**src/bls_pkg.sv**
```systemverilog
// shared types and constants for the bresenham line stepper
package bls_pkg;

  localparam int COORD_BITS = 12;
  localparam int DIFF_BITS  = COORD_BITS + 1;
  localparam int ERR_BITS   = COORD_BITS + 3;
  localparam int QDEPTH     = 2;
  localparam int QPTR_BITS  = $clog2(QDEPTH);
  localparam int QCNT_BITS  = $clog2(QDEPTH + 1);

  typedef logic [COORD_BITS-1:0] coord_t;

  typedef enum logic {
    OP_LOAD = 1'b0,
    OP_STEP = 1'b1
  } op_e;

  // one classified item as it waits in the queue
  typedef struct packed {
    op_e    op;
    coord_t start_x;
    coord_t start_y;
    coord_t major_end;
    coord_t delta_major;
    coord_t delta_minor;
    logic   minor_neg;
    logic   steep;
  } entry_t;

  typedef struct packed {
    logic valid;
    logic full;
  } q_status_t;

  typedef struct packed {
    logic active;
    logic pop;
    logic emit;
    logic emit_last;
  } back_status_t;

endpackage

```
**src/bls_front.sv**
```systemverilog
// front end: classifies a beat and works out the line setup for loads
module bls_front import bls_pkg::*; (
  input  logic   cmd_i,
  input  coord_t start_x_i,
  input  coord_t start_y_i,
  input  coord_t end_x_i,
  input  coord_t end_y_i,
  output entry_t entry_o
);

  logic signed [DIFF_BITS-1:0] dx, dy;
  coord_t adx, ady;
  logic   steep, swap;
  logic   dx_pos, dy_pos;

  always_comb begin
    dx     = $signed({1'b0, end_x_i}) - $signed({1'b0, start_x_i});
    dy     = $signed({1'b0, end_y_i}) - $signed({1'b0, start_y_i});
    adx    = dx[DIFF_BITS-1] ? coord_t'(-dx) : coord_t'(dx);
    ady    = dy[DIFF_BITS-1] ? coord_t'(-dy) : coord_t'(dy);
    dx_pos = !dx[DIFF_BITS-1] && (dx != '0);
    dy_pos = !dy[DIFF_BITS-1] && (dy != '0);
    // equal magnitudes go steep
    steep  = !(ady < adx);
    swap   = steep ? dy[DIFF_BITS-1] : dx[DIFF_BITS-1];

    entry_o.op          = op_e'(cmd_i);
    entry_o.steep       = steep;
    entry_o.start_x     = swap ? end_x_i : start_x_i;
    entry_o.start_y     = swap ? end_y_i : start_y_i;
    entry_o.delta_major = steep ? ady : adx;
    entry_o.delta_minor = steep ? adx : ady;
    if (steep) begin
      entry_o.major_end = swap ? start_y_i : end_y_i;
      entry_o.minor_neg = swap ? dx_pos : dx[DIFF_BITS-1];
    end else begin
      entry_o.major_end = swap ? start_x_i : end_x_i;
      entry_o.minor_neg = swap ? dy_pos : dy[DIFF_BITS-1];
    end
  end

endmodule

```
**src/bls_queue.sv**
```systemverilog
// short fifo between front and back
module bls_queue import bls_pkg::*; (
  input  logic      clk_i,
  input  logic      rst_ni,
  input  logic      push_i,
  input  entry_t    push_data_i,
  input  logic      pop_i,
  output entry_t    head_o,
  output q_status_t status_o
);

  entry_t                mem_q [QDEPTH];
  logic [QPTR_BITS-1:0]  wr_ptr_q, wr_ptr_d;
  logic [QPTR_BITS-1:0]  rd_ptr_q, rd_ptr_d;
  logic [QCNT_BITS-1:0]  cnt_q, cnt_d;
  logic                  do_push, do_pop;

  always_comb begin
    do_push = push_i && (cnt_q != QCNT_BITS'(QDEPTH));
    do_pop  = pop_i && (cnt_q != '0);
    wr_ptr_d = wr_ptr_q;
    rd_ptr_d = rd_ptr_q;
    if (do_push) begin
      wr_ptr_d = (wr_ptr_q == QPTR_BITS'(QDEPTH - 1)) ? '0 : wr_ptr_q + 1'b1;
    end
    if (do_pop) begin
      rd_ptr_d = (rd_ptr_q == QPTR_BITS'(QDEPTH - 1)) ? '0 : rd_ptr_q + 1'b1;
    end
    cnt_d = cnt_q + QCNT_BITS'(do_push) - QCNT_BITS'(do_pop);
  end

  always_ff @(posedge clk_i or negedge rst_ni) begin
    if (!rst_ni) begin
      wr_ptr_q <= '0;
      rd_ptr_q <= '0;
      cnt_q    <= '0;
    end else begin
      wr_ptr_q <= wr_ptr_d;
      rd_ptr_q <= rd_ptr_d;
      cnt_q    <= cnt_d;
    end
  end

  always_ff @(posedge clk_i) begin
    if (do_push) begin
      mem_q[wr_ptr_q] <= push_data_i;
    end
  end

  assign head_o         = mem_q[rd_ptr_q];
  assign status_o.valid = (cnt_q != '0);
  assign status_o.full  = (cnt_q == QCNT_BITS'(QDEPTH));

endmodule

```
**src/bls_back.sv**
```systemverilog
// back end: line state, error term update and the output register
module bls_back import bls_pkg::*; (
  input  logic         clk_i,
  input  logic         rst_ni,
  input  entry_t       head_i,
  input  logic         head_valid_i,
  output logic         pop_o,
  output logic         out_valid_o,
  input  logic         out_stall_i,
  output coord_t       pixel_x_o,
  output coord_t       pixel_y_o,
  output logic         last_o,
  output back_status_t status_o
);

  coord_t cur_x_q, cur_x_d, cur_y_q, cur_y_d;
  coord_t major_end_q, major_end_d;
  logic signed [ERR_BITS-1:0] err_q, err_d, inc_up_q, inc_up_d, inc_dn_q, inc_dn_d;
  logic minor_neg_q, minor_neg_d, steep_q, steep_d, active_q, active_d;
  logic out_valid_q, out_valid_d;
  coord_t pix_x_q, pix_y_q;
  logic   last_q;

  logic   out_free, pop, emit, err_pos, is_last;
  coord_t major, minor, major_nxt, minor_nxt;

  always_comb begin
    out_free  = !out_valid_q || !out_stall_i;
    pop       = head_valid_i && ((head_i.op == OP_LOAD) || !active_q || out_free);
    emit      = pop && (head_i.op == OP_STEP) && active_q;

    major     = steep_q ? cur_y_q : cur_x_q;
    minor     = steep_q ? cur_x_q : cur_y_q;
    major_nxt = major + 1'b1;
    is_last   = (major_nxt == major_end_q);
    err_pos   = !err_q[ERR_BITS-1] && (err_q != '0);
    if (err_pos) begin
      minor_nxt = minor_neg_q ? minor - 1'b1 : minor + 1'b1;
    end else begin
      minor_nxt = minor;
    end

    cur_x_d     = cur_x_q;
    cur_y_d     = cur_y_q;
    major_end_d = major_end_q;
    err_d       = err_q;
    inc_up_d    = inc_up_q;
    inc_dn_d    = inc_dn_q;
    minor_neg_d = minor_neg_q;
    steep_d     = steep_q;
    active_d    = active_q;

    if (pop) begin
      case (head_i.op)
        OP_LOAD: begin
          cur_x_d     = head_i.start_x;
          cur_y_d     = head_i.start_y;
          major_end_d = head_i.major_end;
          minor_neg_d = head_i.minor_neg;
          steep_d     = head_i.steep;
          active_d    = (head_i.delta_major != '0);
          err_d       = $signed({2'b00, head_i.delta_minor, 1'b0})
                      - $signed({3'b000, head_i.delta_major});
          inc_up_d    = $signed({2'b00, head_i.delta_minor, 1'b0});
          inc_dn_d    = $signed({2'b00, head_i.delta_minor, 1'b0})
                      - $signed({2'b00, head_i.delta_major, 1'b0});
        end
        OP_STEP: begin
          if (active_q) begin
            err_d    = err_q + (err_pos ? inc_dn_q : inc_up_q);
            cur_x_d  = steep_q ? minor_nxt : major_nxt;
            cur_y_d  = steep_q ? major_nxt : minor_nxt;
            active_d = !is_last;
          end
        end
        default: begin
          active_d = active_q;
        end
      endcase
    end

    if (emit) begin
      out_valid_d = 1'b1;
    end else if (!out_stall_i) begin
      out_valid_d = 1'b0;
    end else begin
      out_valid_d = out_valid_q;
    end
  end

  always_ff @(posedge clk_i or negedge rst_ni) begin
    if (!rst_ni) begin
      cur_x_q     <= '0;
      cur_y_q     <= '0;
      major_end_q <= '0;
      err_q       <= '0;
      inc_up_q    <= '0;
      inc_dn_q    <= '0;
      minor_neg_q <= 1'b0;
      steep_q     <= 1'b0;
      active_q    <= 1'b0;
      out_valid_q <= 1'b0;
    end else begin
      cur_x_q     <= cur_x_d;
      cur_y_q     <= cur_y_d;
      major_end_q <= major_end_d;
      err_q       <= err_d;
      inc_up_q    <= inc_up_d;
      inc_dn_q    <= inc_dn_d;
      minor_neg_q <= minor_neg_d;
      steep_q     <= steep_d;
      active_q    <= active_d;
      out_valid_q <= out_valid_d;
    end
  end

  always_ff @(posedge clk_i) begin
    if (emit) begin
      pix_x_q <= cur_x_q;
      pix_y_q <= cur_y_q;
      last_q  <= is_last;
    end
  end

  assign pop_o              = pop;
  assign out_valid_o        = out_valid_q;
  assign pixel_x_o          = pix_x_q;
  assign pixel_y_o          = pix_y_q;
  assign last_o             = last_q;
  assign status_o.active    = active_q;
  assign status_o.pop       = pop;
  assign status_o.emit      = emit;
  assign status_o.emit_last = is_last;

endmodule

```
**src/bresenham_line_stepper.sv**
```systemverilog
// top level of the bresenham line stepper: front, queue and back
//
//  channel | direction | handshake               | payload
//  --------+-----------+-------------------------+-----------------------------------------
//  in      | input     | in_valid_i / in_stall_o | cmd_i, start_x_i, start_y_i, end_x_i, end_y_i
//  out     | output    | out_valid_o/out_stall_i | pixel_x_o, pixel_y_o, last_o
//
// one beat per cycle in while the queue is not full and one pixel per cycle out while
// out_stall_i is low; a step beat behind an empty queue is written into the queue when
// it is taken and is then popped into the output register
// the rate is set by the back end's error term update, one add per pixel
// reset clears the queue, the line state (idle) and the output valid
// in_stall_o rises only when the two-entry queue is full; out_stall_i holds
// the pending pixel while loads and idle steps keep draining the queue
module bresenham_line_stepper import bls_pkg::*; (
  input  logic   clk_i,
  input  logic   rst_ni,
  input  logic   in_valid_i,
  output logic   in_stall_o,
  input  logic   cmd_i,
  input  coord_t start_x_i,
  input  coord_t start_y_i,
  input  coord_t end_x_i,
  input  coord_t end_y_i,
  output logic   out_valid_o,
  input  logic   out_stall_i,
  output coord_t pixel_x_o,
  output coord_t pixel_y_o,
  output logic   last_o
);

  entry_t       front_entry;
  entry_t       head;
  q_status_t    q_st;
  back_status_t back_st;
  logic         pop;
  logic         push;

  // classify the beat and do the endpoint swap for loads
  bls_front u_front (
    .cmd_i     (cmd_i),
    .start_x_i (start_x_i),
    .start_y_i (start_y_i),
    .end_x_i   (end_x_i),
    .end_y_i   (end_y_i),
    .entry_o   (front_entry)
  );

  // stall only on a full queue, so the input waits on the output side only once the queue fills
  assign in_stall_o = q_st.full;
  assign push       = in_valid_i && !q_st.full;

  bls_queue u_queue (
    .clk_i       (clk_i),
    .rst_ni      (rst_ni),
    .push_i      (push),
    .push_data_i (front_entry),
    .pop_i       (pop),
    .head_o      (head),
    .status_o    (q_st)
  );

  // line state, error term and the output register
  bls_back u_back (
    .clk_i        (clk_i),
    .rst_ni       (rst_ni),
    .head_i       (head),
    .head_valid_i (q_st.valid),
    .pop_o        (pop),
    .out_valid_o  (out_valid_o),
    .out_stall_i  (out_stall_i),
    .pixel_x_o    (pixel_x_o),
    .pixel_y_o    (pixel_y_o),
    .last_o       (last_o),
    .status_o     (back_st)
  );

`ifndef SYNTHESIS
  // the back end never pops an empty queue
  a_pop_has_entry: assert property (@(posedge clk_i) disable iff (!rst_ni)
    back_st.pop |-> q_st.valid)
    else $error("pop from empty queue");

  // emitting the final pixel ends the line
  a_last_ends_line: assert property (@(posedge clk_i) disable iff (!rst_ni)
    back_st.emit && back_st.emit_last |=> !back_st.active)
    else $error("line still active after last pixel");

  // a pixel is only produced while a line is in progress
  a_emit_when_active: assert property (@(posedge clk_i) disable iff (!rst_ni)
    back_st.emit |-> back_st.active && back_st.pop)
    else $error("pixel emitted while idle");

  // a new pixel never overwrites one the sink has not taken
  a_no_overwrite: assert property (@(posedge clk_i) disable iff (!rst_ni)
    out_valid_o && out_stall_i |-> !back_st.emit)
    else $error("pending pixel overwritten");
`endif

endmodule
```
**config.mk**
```make
export PLATFORM = sky130hd
export DESIGN_NAME = bresenham_line_stepper
export DESIGN_NICKNAME = d
export VERILOG_FILES = /design/src/bls_pkg.sv /design/src/bls_front.sv /design/src/bls_queue.sv /design/src/bls_back.sv /design/src/bresenham_line_stepper.sv
export SDC_FILE = /design/constraint.sdc
export NUM_CORES = 1
export LEC_CHECK = 0
export ABC_AREA = 1
export BUFFER_PORTS_ARGS = -buffer_cell sky130_fd_sc_hd__buf_2
export CELL_PAD_IN_SITES_DETAIL_PLACEMENT = 0
export CELL_PAD_IN_SITES_GLOBAL_PLACEMENT = 1
export CORE_MARGIN = 3
export CORE_UTILIZATION = 40
export CTS_BUF_LIST = sky130_fd_sc_hd__clkbuf_4 sky130_fd_sc_hd__clkbuf_8
export CTS_CLUSTER_SIZE = 10
export DETAILED_ROUTE_END_ITERATION = 8
export PLACE_DENSITY_LB_ADDON = 0.1
export SLEW_MARGIN = 20
export SYNTH_ARGS = -nofsm -noshare
export SYNTH_HDL_FRONTEND = slang
export SYNTH_SLANG_ARGS = --single-unit
```
**constraint.sdc**
```tcl
create_clock -name clk_i -period 8.5 [get_ports clk_i]
set_clock_uncertainty 0.2 [all_clocks]
set_input_delay 0 -clock clk_i [delete_from_list [all_inputs] [get_ports clk_i]]
set_output_delay 0 -clock clk_i [all_outputs]
set_load 0.005 [all_outputs]
```
==> metrics.yaml, run 1 <==
outcome:
  outcome: "finished, final reports clean"
routing:
  drtIter0Drc: 861
  routed_wl_um: 46280
  via_per_inst: 5.072
  vias: 13930
  ant_nets: 0
  wl_per_cell_um: 16.85
  post-route-drc-count: 0
  first_pass_iters: 5
synth:
  synth_cells: 2047
  synth-main-ff-cell: "edfxtp_1"
  synthTopCellsByArea: "edfxtp_1 (29%), nand2_1 (14%), dfrtp_1 (13%)"
  synth_area_per_cell_um2: 7.706
  synth_cell_types: 53
  syn-num-nets: 2192
  netlist_area_um2: 15780
  synth_top_area_share_pct: 28.74
  ys_ff_latch: 235
  yosys_warnings: 0
  synthArstFlopShare_pct: 35.74
  synth_edf_count: 151
  yosysSeqAreaShare_pct: 42.07
  yosysTopAreaCell: "edfxtp_1"
power:
  ir_drop_uv: 158.4
  p_int_mw: 4.167
  p_sw_mw: 3.916
  p_seq_share_pct: 26.1
  power_density_nw_per_um2: 440.4
  p_sw_share_pct: 48.45
  power.share.combinational_pct: 59.6
  leakagePower_nw: 8.591
  power.total_mw: 8.083
  clock_power_share_pct: 14.3
grt:
  grt_max_degree: 73
  overflow: 0
  grt_pass1_wl_um: 73970
  antenna_found_initial: 0
  grt_usage_pct: 22.58
  grt_pass1_vias: 13460
die:
  die_w_um: 204.6
  die_h_um: 204.6
  die-area_um2: 41860
  ioPinCount: 80
  initial_core_util_pct: 40.63
  rows: 72
  core-area_um2: 38830
timing:
  grt_setup_unrepaired: "no"
  worst_slew_pin_slew_ps: 957.6
  setup_violations: 0
  min_period_ps: 6596
  fmax_ghz: 0.1516
  slew_violations: 0
  slew_headroom_pct: 35.77
  period_share_pct: 77.60
  final_hold_viol_count: 0
  setup_tns_ps: 0
  fin_ws_ps: 1904
worst_setup_path:
  worstPathRequired_ps: 8750
  crit_fanout: 72
  slowest_stage: "inv_1"
  worstPathArrival_ps: 6850
  slowest_delay_ps: 640
  critPathKind: "in -> reg"
  worst_setup_path_start_kind: "input port"
  cp-end-kind: "flop"
cts:
  insertion_delay_ps: 600
  clk_path_buf_depth: 3
  h-tree-depth: 2
  cts_tree: "yes"
  root_buffer: "clkbuf_8"
  clkTransAtPathRegs_ps: 60
  cts_buffers: 43
  clock-sinks: 235
placement:
  port-buffer-count: 79
  dp_hpwl_um: 34000
  dp_slack_ps: 2813
  gp_congestion: 0.9154
finish:
  n_antenna_cell: 0
  regMostFlops: "u_queue.mem_q"
  fin_nets: 2340
  reg_top3: "u_queue.mem_q x126, u_back.err_q x15, u_back.inc_dn_q x13"
  area_delta_synth_final_pct: 16.35
  nFillCells: 3896
  layout-drive-gt1-share_pct: 10.59
  largest_reg_flops: 126
hold_path:
  hp-class: "in -> reg"
run:
  max_cap_violations: 0
cell usage after synthesis (2+ instances only):
master / n
a211oi_1: 2
a21boi_0: 7
a21boi_1: 2
a21o_1: 2
a21oi_1: 131
a22oi_1: 15
a2bb2oi_1: 2
a31oi_1: 3
buf_1: 6
buf_2: 21
buf_4: 2
buf_6: 2
clkbuf_1: 37
clkinv_1: 2
dfrtp_1: 84
edfxtp_1: 151
fa_1: 6
ha_1: 86
inv_1: 239
inv_2: 9
mux2i_1: 10
nand2_1: 579
nand2_2: 15
nand3_1: 135
nand3_2: 4
nand3b_1: 8
nand4_1: 26
nor2_1: 150
nor2_2: 5
nor3_1: 8
nor4_1: 2
o21a_1: 5
o21ai_0: 180
o21ai_1: 10
o21ai_2: 15
o21bai_1: 8
o31ai_1: 16
or2_1: 2
or2_2: 10
xnor2_1: 21
xor2_1: 17
power groups by stage:
| stage | combinational, mW | sequential [mW] | clock (mW) |
|---|---|---|---|
| 2_1_floorplan | 3.55 | 2.05 | 0 |
| 3_3_place_gp | 4.68 | 2.13 | 0 |
| 3_5_place_dp | 4.72 | 2.13 | 0 |
| 4_1_cts | 4.83 | 2.11 | 1.19 |
| 5_1_grt | 5.53 | 2.16 | 1.24 |
| 6_report | 4.82 | 2.11 | 1.15 |
cells in the final DEF (no fill, tap or decap), types with 6 or more instances in the layout:
master	netlist	routed
a21oi_1	131	131
nand2_2	15	15
clkbuf_8	0	44
clkinv_1	2	8
nor3_1	8	8
buf_2	21	78
edfxtp_1	151	151
ha_1	86	86
or2_2	10	10
nor2_2	5	6
o21ai_1	10	9
o31ai_1	16	16
nand3_1	135	135
o21bai_1	8	8
xor2_1	17	17
clkinv_2	0	10
clkbuf_4	0	11
a21boi_0	7	7
mux2i_1	10	10
inv_2	9	9
nor2_1	150	147
a22oi_1	15	15
nand4_1	26	26
o21ai_2	15	14
dlygate4sd3_1	0	78
fa_1	6	6
inv_1	239	239
xnor2_1	21	21
buf_4	2	15
dfrtp_1	84	82
nand3b_1	8	8
o21ai_0	180	180
nand2_1	579	579
per-stage QoR:
stage / cell area (um2) / hold WS (ps) / instances / util (%)
4_1_cts: 18360 / 61.04 / 2747 / 47.27
3_5_place_dp: 16640 / -259.0 / 2589 / 42.86
3_3_place_gp: 16640 / -265.5 / 2589 / 42.86
5_1_grt: 18360 / 90.73 / 2747 / 47.27
2_1_floorplan: 15780 / -495.6 / 2047 / -
6_report: 18360 / 113.1 / 2747 / 47.27
final cells by class:
type | instances | area [um2] | share of cell area [%]
multi-input cells | 1493 | 7913 | 43.11
flip-flops and latches | 235 | 6639 | 36.17
repair buffers | 172 | 1304 | 7.103
inverters | 250 | 938.4 | 5.112
clock buffers | 55 | 688.2 | 3.749
well taps | 518 | 648.1 | 3.531
clock inverters | 24 | 225.2 | 1.227
cell families after synthesis:
family                     after synthesis  share of synthesized area (%)
AOI/OAI and AO/OA                      402                          14.27
buffers and inverters                  319                          8.003
muxes                                   10                         0.6345
and+or+nand+nor                        951                          25.33
adders and majority gates               92                          7.583
xor gates and xnor gates                38                          2.110
DFF                                    235                          42.07
routing by layer:
| metal | up-vias | track usage (%) | share of wire, % |
|---|---|---|---|
| met5 | - | 0 | 0 |
| met4 | 0 | 7.201 | 3.0 |
| met3 | 86 | 3.671 | 4.4 |
| met2 | 286 | 34.45 | 43 |
| met1 | 6430 | 32.81 | 50 |
| li1 | 7132 | - | - |
path summary, 6_finish.rpt:
path	startpoint	end	slack (ps)	cells past startpoint
setup / recovery	end_x_i[0]	u_queue.mem_q[0][34]	1900	27
hold / removal	out_stall_i	u_back.out_valid_o	110	4
setup reg to reg	u_back.err_q[11]	u_back.err_q[10]	4080	19
hold reg to reg	u_back.cur_x_q[9]	u_back.pixel_x_o[9]	270	0
max in group asynchronous	rst_ni	u_queue.rd_ptr_q	6930	4
min in group asynchronous	rst_ni	u_back.inc_up_q[12]	240	4
timing repair:
action,in CTS,in global routing
hold buffers,79,0
setup endpoints to repair,0,0
resized for setup,0,0
setup buffers,0,0
endpoints found under the hold margin,167,0
critical path, delay by kind of cell:
family / cells / cell delay (ps)
AOI/OAI and AO/OA: 4 / 550
xor gates and xnor gates: 1 / 140
adders and majority gates: 3 / 910
buffers and inverters: 11 / 3660
and+or+nand+nor: 8 / 1580
No activity file was read; power rests on OpenSTA's default activity.
==> inputs of run 2 (changes only) <==
- clock period: 8.5 -> 5.6 ns (I/O delays scaled with it)
==> metrics.yaml, run 2 (same netlist as run 1, synthesis figures left out) <==
worst_setup_path:
  crit_start: "end_y_i[0]"
  cp-end-kind: "flop"
  critPathKind: "in -> reg"
  slowest_stage: "dlygate4sd3_1"
  crit_fanout: 37
  rr_startpoint: "u_queue.rd_ptr_q"
  cp_common_cell: "nand2_1"
  slowest_delay_ps: 580
  worst_setup_path_start_kind: "input port"
  worstPathArrival_ps: 5300
  worstPathRequired_ps: 5710
cts:
  cts_buffers: 41
  clk_path_buf_depth: 3
  clock-sinks: 235
  insertion_delay_ps: 580
  h-tree-depth: 2
  root_buffer: "clkbuf_8"
  clkTransAtPathRegs_ps: 60
  post-cts-setup-buffers: 0
  cts_tree: "yes"
grt:
  grt_usage_pct: 22.73
  overflow: 0
  grt_pass1_vias: 13700
  gr-usage-met1_pct: 32.88
  antenna_found_initial: 0
  use_met3_pct: 2.399
  grt_pass1_wl_um: 75200
  grt_max_degree: 65
  top_usage_layer: "met2"
  grt_util_met2_pct: 36.43
routing:
  routed_wl_um: 47200
  post-route-drc-count: 0
  ant_nets: 0
  first_pass_iters: 5
  vias: 14030
  wl_per_cell_um: 17.17
  drtIter0Drc: 916
  via_per_inst: 5.102
finish:
  final_cell_mix: "nand2_1 (577), inv_1 (239), o21ai_0 (180)"
  area_delta_synth_final_pct: 16.83
  n_antenna_cell: 0
  final_common_cell: "nand2_1"
  reg_top3: "u_queue.mem_q x126, u_back.err_q x15, u_back.inc_dn_q x13"
  multiInputGateArea_um2: 7935
  regMostFlops: "u_queue.mem_q"
  postLayoutCellArea_um2: 18430
  fin_nets: 2344
  layout-drive-gt1-share_pct: 10.67
  nFillCells: 3906
  largest_reg_flops: 126
  regArea_um2: 6639
outcome:
  outcome: "finished, final reports clean"
placement:
  port-buffer-count: 79
  gp_congestion: 0.9190
  placed_area_um2: 16670
  dp_hpwl_um: 35250
run:
  max_cap_violations: 0
die:
  die-area_um2: 41860
  initial_core_util_pct: 40.63
  die_w_um: 204.6
  rows: 72
  core-area_um2: 38830
  die_h_um: 204.6
  ioPinCount: 80
timing:
  min_period_ps: 5186
  worst_slew_pin_slew_ps: 930.3
  setup_violations: 0
  period_share_pct: 92.61
  fmax_ghz: 0.1928
  hold_slack_ps: 129.5
  grt_setup_unrepaired: "no"
  slew_violations: 0
  setup_tns_ps: 0
  final_hold_viol_count: 0
  slew_headroom_pct: 37.98
hold_path:
  min-delay-start: "out_stall_i"
  hp-class: "in -> reg"
power:
  power_density_nw_per_um2: 673.5
  ir_drop_uv: 239.7
  leakagePower_nw: 8.618
## run 2: cell count changes in the layout (fill, tap and decap cells not counted), sizes merged
cell      before  now
clkinv        18   15
inv          250  249
bufinv         4    5
buf           94   98
o21ai        205  207
clkinvlp       2    1
## run 2: area by class of cell
| type | instances | area share (%) |
|---|---|---|
| clock buffer | 55 | 3.700 |
| inverter | 250 | 5.105 |
| tap | 518 | 3.517 |
| multi-input combinational | 1495 | 43.05 |
| timing repair buffer | 176 | 7.278 |
| sequential | 235 | 36.02 |
| clock inverter | 20 | 1.324 |
## run 2: per-layer routing
layer | vias to the layer above | part of all wire, %
met5 | - | 0
met3 | 62 | 4.0
met2 | 324 | 45
met4 | 0 | 2.2
li1 | 7133 | -
met1 | 6506 | 49
## run 2: path summary, 6_finish.rpt
| path | endpoint | slack [ps] | cells after the start |
|---|---|---|---|
| setup / recovery | u_queue.mem_q[1][30] | 410 | 28 |
| hold / removal | u_back.out_valid_o | 130 | 4 |
| setup reg to reg | u_back.inc_dn_q[10] | 1590 | 13 |
| hold reg to reg | u_back.pixel_x_o[7] | 270 | 0 |
| max in group asynchronous | u_back.steep_q | 4230 | 4 |
| min in group asynchronous | u_back.err_q[13] | 310 | 4 |
## run 2: power by group
group	internal [mW]	switching, mW	leakage, nW
clock	1.03	0.734	0.478
combinational	2.52	4.87	5.74
sequential	2.82	0.433	2.40
total	6.38	6.03	8.62
## run 2: what timing repair did
item / CTS / global route
hold buffers: 79 / 0
gates resized for setup: 0 / 4
endpoints found under the hold margin: 168 / 0
endpoints found under the setup margin: 0 / 40
## run 2: worst max-delay path, delay by kind of cell
kind                       cells  cell delay (ps)
adders and majority gates      3              890
AOI/OAI and AO/OA              6              780
and+or+nand+nor                9             1190
buffers and inverters         10             2380
## run 2: stage by stage
step | instances | util [%] | worst slack, ps | power, mW
final | 2749 | 47.47 | 414.1 | 12.41
after detailed placement | 2593 | 42.94 | 587.0 | 10.48
after global placement | 2593 | 42.94 | 648.8 | 10.41
after CTS | 2747 | 47.40 | 157.5 | 12.44
after global routing | 2749 | 47.47 | 9.628 | 13.67
after floorplan | 2047 | - | 1667 | 8.498
